`config.mk`:
```
export PLATFORM = sky130hd
export DESIGN_NAME = four_channel_dma_controller
export DESIGN_NICKNAME = d
export VERILOG_FILES = /design/src/hdl/dmac_pkg.sv /design/src/hdl/dmac_ctrl.sv /design/src/hdl/dmac_dp.sv /design/src/hdl/four_channel_dma_controller.sv
export SDC_FILE = /design/constraint.sdc
export NUM_CORES = 2
export LEC_CHECK = 0
export ABC_AREA = 1
export BUFFER_PORTS_ARGS = -buffer_cell sky130_fd_sc_hd__buf_4
export CORE_MARGIN = 2
export CORE_UTILIZATION = 64
export CTS_BUF_LIST = sky130_fd_sc_hd__clkbuf_2 sky130_fd_sc_hd__clkbuf_4 sky130_fd_sc_hd__clkbuf_8
export CTS_CLUSTER_DIAMETER = 120
export DETAILED_ROUTE_END_ITERATION = 8
export GPL_ROUTABILITY_DRIVEN = 0
export HOLD_SLACK_MARGIN = 0.08
export PLACE_DENSITY = 0.79
export SYNTH_ARGS = -nofsm -noshare
export SYNTH_HDL_FRONTEND = slang
export SYNTH_SLANG_ARGS = --single-unit
```
`constraint.sdc`:
```
create_clock -name clock -period 8.27 [get_ports clock]
set_input_delay 1.654 -clock clock [delete_from_list [all_inputs] [get_ports clock]]
set_output_delay 1.654 -clock clock [all_outputs]
set_load 0.005 [all_outputs]
```
`src/hdl/dmac_pkg.sv`:
```
package dmac_pkg;

   localparam int NUM_CHANNELS = 4;
   localparam int CH_W = 2;
   localparam int UNITS_W = 17;

   // request function codes
   localparam logic [1:0] FUNC_WRITE = 2'd0;
   localparam logic [1:0] FUNC_READ  = 2'd1;
   localparam logic [1:0] FUNC_TICK  = 2'd2;

   // register selects
   localparam logic [1:0] REG_SRC   = 2'd0;
   localparam logic [1:0] REG_DST   = 2'd1;
   localparam logic [1:0] REG_COUNT = 2'd2;
   localparam logic [1:0] REG_CTL   = 2'd3;

   // address step modes
   localparam logic [1:0] ADDR_INC   = 2'd0;
   localparam logic [1:0] ADDR_DEC   = 2'd1;
   localparam logic [1:0] ADDR_FIXED = 2'd2;
   localparam logic [1:0] ADDR_BAD   = 2'd3;

   // start modes
   localparam logic [1:0] START_IMM    = 2'd0;
   localparam logic [1:0] START_VBLANK = 2'd1;
   localparam logic [1:0] START_HBLANK = 2'd2;

   // control bit positions
   localparam int CTL_DMODE_LO = 5;
   localparam int CTL_SMODE_LO = 7;
   localparam int CTL_REPEAT   = 9;
   localparam int CTL_WORD     = 10;
   localparam int CTL_START_LO = 12;
   localparam int CTL_IRQ      = 14;
   localparam int CTL_ENABLE   = 15;

   localparam logic [UNITS_W-1:0] UNITS_LAST_CH = 17'h10000;
   localparam logic [UNITS_W-1:0] UNITS_OTHER   = 17'h04000;
   localparam logic [CH_W-1:0]    LAST_CH       = 2'd3;

   typedef struct packed {
      logic [1:0]  func;
      logic [1:0]  chan_sel;
      logic [1:0]  reg_sel;
      logic [31:0] write_data;
      logic        in_vblank;
      logic        in_hblank;
   } req_type;

   typedef struct packed {
      logic [31:0] read_data;
      logic        xfer_valid;
      logic [31:0] xfer_src;
      logic [31:0] xfer_dst;
      logic        xfer_is_word;
      logic [1:0]  xfer_channel;
      logic        xfer_last;
      logic [3:0]  irq_mask;
      logic        bad_source_mode;
   } rsp_type;

   typedef enum logic [0:0] {
      ST_IDLE,
      ST_EXEC
   } state_type;

   typedef struct packed {
      logic capture;
      logic exec;
   } cmd_type;

   typedef struct packed {
      logic out_free;
   } status_type;

   function automatic logic [31:0] step_addr(input logic [31:0] a, input logic [1:0] mode,
                                             input logic [31:0] size);
      logic [31:0] r;
      case (mode)
         ADDR_DEC:   r = a - size;
         ADDR_FIXED: r = a;
         default:    r = a + size;
      endcase
      return r;
   endfunction

endpackage

```
`src/hdl/dmac_ctrl.sv`:
```
module dmac_ctrl (
   input  logic                 clock,
   input  logic                 reset,
   input  logic                 req_valid,
   output logic                 req_ready,
   input  dmac_pkg::status_type status,
   output dmac_pkg::cmd_type    cmd
);

   dmac_pkg::state_type state_ff, state_in;

   always_ff @(posedge clock) begin
      if (reset) begin
         state_ff <= dmac_pkg::ST_IDLE;
      end else begin
         state_ff <= state_in;
      end
   end

   always_comb begin
      state_in    = state_ff;
      req_ready   = 1'b0;
      cmd.capture = 1'b0;
      cmd.exec    = 1'b0;
      case (state_ff)
         dmac_pkg::ST_IDLE: begin
            req_ready = 1'b1;
            if (req_valid) begin
               cmd.capture = 1'b1;
               state_in    = dmac_pkg::ST_EXEC;
            end
         end
         dmac_pkg::ST_EXEC: begin
            // wait for the output slot before touching state
            if (status.out_free) begin
               cmd.exec = 1'b1;
               state_in = dmac_pkg::ST_IDLE;
            end
         end
         default: begin
            state_in = dmac_pkg::ST_IDLE;
         end
      endcase
   end

endmodule

```
`src/hdl/dmac_dp.sv`:
```
module dmac_dp (
   input  logic                 clock,
   input  logic                 reset,
   input  dmac_pkg::req_type    req_data,
   input  dmac_pkg::cmd_type    cmd,
   output dmac_pkg::status_type status,
   output logic                 rsp_valid,
   input  logic                 rsp_ready,
   output dmac_pkg::rsp_type    rsp_data
);

   localparam int N  = dmac_pkg::NUM_CHANNELS;
   localparam int CW = dmac_pkg::CH_W;
   localparam int UW = dmac_pkg::UNITS_W;

   logic [31:0] source_ff [N];
   logic [31:0] source_in [N];
   logic [31:0] dest_ff   [N];
   logic [31:0] dest_in   [N];
   logic [15:0] count_ff  [N];
   logic [15:0] count_in  [N];
   logic [15:0] control_ff[N];
   logic [15:0] control_in[N];

   logic          busy_ff, busy_in;
   logic [CW-1:0] busy_ch_ff, busy_ch_in;
   logic [31:0]   cur_src_ff, cur_src_in;
   logic [31:0]   cur_dst_ff, cur_dst_in;
   logic [UW-1:0] units_ff, units_in;

   dmac_pkg::req_type req_ff, req_in;
   dmac_pkg::rsp_type rsp_ff, rsp_in;
   logic              rsp_valid_ff, rsp_valid_in;

   logic [N-1:0]  start_ok;
   logic          pick_found;
   logic [CW-1:0] pick_ch;
   logic [CW-1:0] idx;
   logic          ch_ok;

   // per-channel start condition
   always_comb begin
      for (int c = 0; c < N; c++) begin
         case (control_ff[c][dmac_pkg::CTL_START_LO +: 2])
            dmac_pkg::START_IMM:    start_ok[c] = control_ff[c][dmac_pkg::CTL_ENABLE];
            dmac_pkg::START_VBLANK: start_ok[c] = control_ff[c][dmac_pkg::CTL_ENABLE]
                                                  & req_ff.in_vblank;
            dmac_pkg::START_HBLANK: start_ok[c] = control_ff[c][dmac_pkg::CTL_ENABLE]
                                                  & req_ff.in_hblank;
            default:                start_ok[c] = 1'b0;
         endcase
      end
   end

   // lowest channel wins
   always_comb begin
      pick_found = 1'b0;
      pick_ch    = '0;
      for (int c = 0; c < N; c++) begin
         if (start_ok[c] && !pick_found) begin
            pick_found = 1'b1;
            pick_ch    = CW'(c);
         end
      end
   end

   // one shared register-file index per item
   always_comb begin
      if (req_ff.func == dmac_pkg::FUNC_TICK) begin
         idx = busy_ff ? busy_ch_ff : pick_ch;
      end else begin
         idx = req_ff.chan_sel[CW-1:0];
      end
   end

   assign ch_ok = ({1'b0, req_ff.chan_sel} < 3'(N));

   always_comb begin
      logic          eff_busy;
      logic [31:0]   eff_src;
      logic [31:0]   eff_dst;
      logic [UW-1:0] eff_units;
      logic [UW-1:0] units_dec;
      logic [15:0]   ctl;
      logic [31:0]   size;

      source_in  = source_ff;
      dest_in    = dest_ff;
      count_in   = count_ff;
      control_in = control_ff;
      busy_in    = busy_ff;
      busy_ch_in = busy_ch_ff;
      cur_src_in = cur_src_ff;
      cur_dst_in = cur_dst_ff;
      units_in   = units_ff;
      req_in     = cmd.capture ? req_data : req_ff;
      rsp_in     = rsp_ff;

      eff_busy  = busy_ff;
      eff_src   = cur_src_ff;
      eff_dst   = cur_dst_ff;
      eff_units = units_ff;
      ctl       = control_ff[idx];
      size      = ctl[dmac_pkg::CTL_WORD] ? 32'd4 : 32'd2;
      units_dec = '0;

      if (cmd.exec) begin
         rsp_in = '0;
         case (req_ff.func)
            dmac_pkg::FUNC_WRITE: begin
               if (ch_ok) begin
                  case (req_ff.reg_sel)
                     dmac_pkg::REG_SRC:   source_in[idx]  = req_ff.write_data;
                     dmac_pkg::REG_DST:   dest_in[idx]    = req_ff.write_data;
                     dmac_pkg::REG_COUNT: count_in[idx]   = req_ff.write_data[15:0];
                     default:             control_in[idx] = req_ff.write_data[15:0];
                  endcase
               end
            end
            dmac_pkg::FUNC_READ: begin
               if (ch_ok) begin
                  case (req_ff.reg_sel)
                     dmac_pkg::REG_SRC: rsp_in.read_data = source_ff[idx];
                     dmac_pkg::REG_DST: rsp_in.read_data = dest_ff[idx];
                     dmac_pkg::REG_COUNT: begin
                        if (busy_ff && busy_ch_ff == idx) begin
                           rsp_in.read_data = {16'd0, units_ff[15:0]};
                        end else begin
                           rsp_in.read_data = {16'd0, count_ff[idx]};
                        end
                     end
                     default: rsp_in.read_data = {16'd0, control_ff[idx]};
                  endcase
               end
            end
            dmac_pkg::FUNC_TICK: begin
               if (!busy_ff && pick_found) begin
                  eff_busy = 1'b1;
                  eff_src  = source_ff[idx];
                  eff_dst  = dest_ff[idx];
                  if (count_ff[idx] == 16'd0) begin
                     eff_units = (idx == dmac_pkg::LAST_CH) ? dmac_pkg::UNITS_LAST_CH
                                                            : dmac_pkg::UNITS_OTHER;
                  end else begin
                     eff_units = {1'b0, count_ff[idx]};
                  end
                  busy_in    = 1'b1;
                  busy_ch_in = idx;
                  cur_src_in = eff_src;
                  cur_dst_in = eff_dst;
                  units_in   = eff_units;
               end
               if (eff_busy) begin
                  rsp_in.xfer_valid   = 1'b1;
                  rsp_in.xfer_src     = eff_src;
                  rsp_in.xfer_dst     = eff_dst;
                  rsp_in.xfer_is_word = ctl[dmac_pkg::CTL_WORD];
                  rsp_in.xfer_channel = idx;
                  if (ctl[dmac_pkg::CTL_SMODE_LO +: 2] == dmac_pkg::ADDR_BAD) begin
                     // abort: enable drops, count register kept, no irq
                     rsp_in.xfer_last       = 1'b1;
                     rsp_in.bad_source_mode = 1'b1;
                     control_in[idx][dmac_pkg::CTL_ENABLE] = 1'b0;
                     busy_in  = 1'b0;
                     units_in = '0;
                  end else begin
                     units_dec  = eff_units - UW'(1);
                     cur_dst_in = dmac_pkg::step_addr(eff_dst,
                                     ctl[dmac_pkg::CTL_DMODE_LO +: 2], size);
                     cur_src_in = dmac_pkg::step_addr(eff_src,
                                     ctl[dmac_pkg::CTL_SMODE_LO +: 2], size);
                     units_in   = units_dec;
                     if (units_dec == '0) begin
                        rsp_in.xfer_last = 1'b1;
                        if (!ctl[dmac_pkg::CTL_REPEAT]) begin
                           control_in[idx][dmac_pkg::CTL_ENABLE] = 1'b0;
                           count_in[idx] = 16'd0;
                        end
                        if (ctl[dmac_pkg::CTL_IRQ]) begin
                           rsp_in.irq_mask[idx] = 1'b1;
                        end
                        busy_in = 1'b0;
                     end
                  end
               end
            end
            default: begin
            end
         endcase
      end
   end

   assign rsp_valid_in    = cmd.exec | (rsp_valid_ff & ~rsp_ready);
   assign status.out_free = ~rsp_valid_ff | rsp_ready;
   assign rsp_valid       = rsp_valid_ff;
   assign rsp_data        = rsp_ff;

   always_ff @(posedge clock) begin
      if (reset) begin
         for (int c = 0; c < N; c++) begin
            source_ff[c]  <= '0;
            dest_ff[c]    <= '0;
            count_ff[c]   <= '0;
            control_ff[c] <= '0;
         end
         busy_ff      <= 1'b0;
         busy_ch_ff   <= '0;
         cur_src_ff   <= '0;
         cur_dst_ff   <= '0;
         units_ff     <= '0;
         rsp_valid_ff <= 1'b0;
      end else begin
         source_ff    <= source_in;
         dest_ff      <= dest_in;
         count_ff     <= count_in;
         control_ff   <= control_in;
         busy_ff      <= busy_in;
         busy_ch_ff   <= busy_ch_in;
         cur_src_ff   <= cur_src_in;
         cur_dst_ff   <= cur_dst_in;
         units_ff     <= units_in;
         rsp_valid_ff <= rsp_valid_in;
      end
   end

   always_ff @(posedge clock) begin
      req_ff <= req_in;
      rsp_ff <= rsp_in;
   end

endmodule

```
`src/hdl/four_channel_dma_controller.sv`:
```
// a request is captured into the request register in idle; its response is registered in execute
// a new request is taken only once execute for the previous one is done; execute waits for a free
// output slot, but a new request is taken while the previous response still waits in the output register
// reset (synchronous, active high) clears all channel registers, the running block and
// the output valid; every channel comes up disabled
module four_channel_dma_controller (
   input  logic              clock,
   input  logic              reset,
   // request channel
   input  logic              req_valid,
   output logic              req_ready,
   input  dmac_pkg::req_type req_data,
   // response channel
   output logic              rsp_valid,
   input  logic              rsp_ready,
   output dmac_pkg::rsp_type rsp_data
);

   // command and status between the sequencer and the datapath
   dmac_pkg::cmd_type    cmd;
   dmac_pkg::status_type status;

   // sequencer: idle takes a request, execute waits for a free output slot
   dmac_ctrl u_ctrl (
      .clock     (clock),
      .reset     (reset),
      .req_valid (req_valid),
      .req_ready (req_ready),
      .status    (status),
      .cmd       (cmd)
   );

   // datapath: channel registers, priority pick, address steppers,
   // unit counter and the response register
   dmac_dp u_dp (
      .clock     (clock),
      .reset     (reset),
      .req_data  (req_data),
      .cmd       (cmd),
      .status    (status),
      .rsp_valid (rsp_valid),
      .rsp_ready (rsp_ready),
      .rsp_data  (rsp_data)
   );

endmodule
```
==> flow_metrics.tcl <==
set metrics [dict create \
    syn_nets 4460 \
    clk_pin_slew_ns 0.06 \
    async_flop_share_pct 0 \
    cp_top_family "compound AO/OA/AOI/OAI gates" \
    yosys_warnings 0 \
    rsz0062_at_grt "no" \
    core_area_um2 49100 \
    setup_violations 0 \
    cp_slowest_stage_delay_ns 0.74 \
    die_width_um 227 \
    die-area_um2 51700 \
    min_period_ns 7.22 \
    area_growth_syn_to_layout_pct 10.8 \
    endpoint_kind "register" \
    grt_pass1_vias 27900 \
    drc_errors 0 \
    irDropWorstVdd_mv 0.146 \
    leakage_nw 14.2 \
    fillers 4122 \
    finalNetCount 4476 \
    final_max_slew_viol_count 0 \
    hp-class "reg -> reg" \
    synth_enable_flop_cells 146 \
    grt_use_total_pct 38.9 \
    synth_ff_type "dfxtp_1" \
    cts_setup_buffers 0 \
    final_cell_mix "780 x nand2_1, 519 x inv_1, 470 x dfxtp_1" \
    crit_required_ns 8.84 \
    cts_buffers 101 \
    reg2reg_depth 33 \
    final_common_cell "nand2_1" \
    final_core_util_pct 72.1 \
    hold_end "u_dp.source_ff[99]" \
    drive_above_1_share_pct 11.7 \
    status "finished, final reports clean" \
    arrival_ns 7.79 \
    viasPerCell 6.03 \
    hpwl_um 67100 \
    cts_tree "done" \
    drtPass1Iterations 8 \
    fin_worst_skew_ns 0.0404 \
    initialDrtViolationCount 3961 \
    start_util_pct 65.1 \
    holdBufCountCts 0 \
    wl_um 101000 \
    cp_common_cell "nand2_1" \
    syn_inst 4340 \
    regToRegSetupSlack_ns 1.05 \
    cp.buffers_inverters 6 \
    cap_violations 0 \
    overflow 0 \
    die_h_um 227 \
    fmaxAchievable_mhz 139 \
    antenna_found_initial 1 \
    power_density_nw_per_um2 192 \
    clockBufferDepth 3 \
    timing.rr.end "u_dp.cur_src_ff[25]" \
    cts_max_level 3 \
    hp-start "u_dp.source_ff[99]" \
    cts.sinks 616 \
    fin_tns_setup_ns 0 \
    cp_max_fo 70 \
    dpl_cell_area_um2 33200 \
    synth_area_per_cell_um2 7.36 \
    worstSetupPathType "reg -> reg" \
    routedWlPerCell_um 19.8 \
    slew_headroom_pct 28.3 \
    cp_slowest_cell "a221oi_1" \
    min_path_cells 2 \
    rows 81 \
    multiInputGateArea_um2 14900 \
    start_kind "register" \
    finalNonFillerCells 5107 \
    synth_seq_cells 616 \
    io_pins 152 \
    port-buffer-count 151 \
    cts_root_buffer "clkbuf_8" \
    dp_cells 4917 \
    worst_pin_slew_ns 1.08 \
    seq_area_um2 13800 \
    synth.cell_area_um2 31900 \
    finalCritPeriodShare_pct 87.3 \
    grt_max_degree 126 \
    detail-route-antenna-nets 0 \
    hold_violations 0 \
    yosysUniqueCellTypes 52 \
    ctsResizeCount 0 \
    grt_pass1_wl_um 157000 \
    yosysSeqAreaShare_pct 43.2 \
    insertion_delay_ns 0.73 \
    vias 30800 \
    r2r_start "u_dp.req_ff[38]" \
    fin_area_um2 35400 \
]
[report_power, final]
group | internal, mW | switching, mW | total, mW
clock | 1.58 | 1.29 | 2.87
combinational | 0.202 | 0.518 | 0.720
sequential | 3.15 | 0.0574 | 3.20
total | 4.93 | 1.87 | 6.80
[worst max-delay path by stage]
stage                   startpoint             endpoint  slack [ns]  cells after the start
4_1_cts            u_dp.req_ff[38]  u_dp.cur_src_ff[25]        1.30                     33
5_1_grt            u_dp.req_ff[38]  u_dp.cur_src_ff[25]        0.56                     33
2_1_floorplan  u_dp.control_ff[28]  u_dp.cur_dst_ff[30]        2.31                     37
6_report           u_dp.req_ff[38]  u_dp.cur_src_ff[25]        1.05                     33
3_3_place_gp       u_dp.req_ff[38]  u_dp.cur_src_ff[25]        1.58                     33
3_5_place_dp       u_dp.req_ff[38]  u_dp.cur_src_ff[25]        1.33                     33
[synthesized netlist by cell type (all sizes together) (2+ instances only)]
cell type  count  area (um2)
buf           70         405
o31ai          8        60.1
o21a           5        37.5
nand2        789        2990
clkinv         6        22.5
o21ai        438        2200
or2           68         425
nand3        234        1240
a221oi        14         123
nand4         80         500
clkbuf       228         856
o211ai        37         278
xor2          27         236
edfxtp       146        4380
a22o           2        17.5
a21oi        473        2380
a31oi         57         357
ha            76         951
o2111ai        4        35.0
dfxtp        470        9410
a21o           2        15.0
o221ai        68         596
nor3          12        60.1
nand3b         2        27.5
a21boi         7        52.6
inv          539        2020
nor2         376        1450
a211oi         2        15.0
a22oi         72         541
xnor2         22         193
[area by class of cell]
class                           count  share of cell area (%)
Inverter                          545                    5.81
Clock inverter                     47                    1.06
Multi-Input combinational cell   2881                    42.2
Timing Repair Buffer              211                    4.49
Clock buffer                      142                    5.14
Antenna cell                        1                 0.00707
Tap cell                          664                    2.35
Sequential cell                   616                    39.0
[logic make-up after synthesis]
kind of cell,Yosys count,synth area share (%)
XOR/XNOR,49,1.34
adder cells (fa/ha/maj),76,2.98
AND/OR/NAND/NOR,1563,21.0
multiplexers,1,0.0314
buffers and inverters,843,10.4
flip-flops,616,43.2
AO/OA/AOI/OAI,1192,21.1
[stage by stage]
step	hold slack [ns]	power, mW	setup slack [ns]
after floorplan	0.429	3.72	2.31
after global placement	0.439	3.95	1.58
after detailed placement	0.444	3.96	1.33
after CTS	0.453	6.78	1.30
after global routing	0.465	6.99	0.557
final	0.454	6.80	1.05
[registers in the layout, summed over array words and instances, names as in the netlist]
name	cells
u_dp.busy_ff	1
u_dp.dest_ff	128
u_dp.rsp_valid	1
u_dp.rsp_data	106
u_dp.control_ff	64
u_dp.source_ff	128
u_dp.cur_dst_ff	32
u_dp.count_ff	64
u_ctrl.state_ff	1
u_dp.cur_src_ff	32
u_dp.busy_ch_ff	2
u_dp.req_ff	40
u_dp.units_ff	17
[routing by layer]
metal	GRT usage (%)	part of all wire, %
met2	58.9	43
met5	0	0.011
met1	50.0	39
met3	6.76	9.3
met4	29.2	8.3
[tightest hold or removal path, cell delays in order (launching register included)]
cell     delay, ns
dfxtp_1       0.30
inv_1         0.06
a21oi_1       0.05
Power figures use the tool's default switching activity.
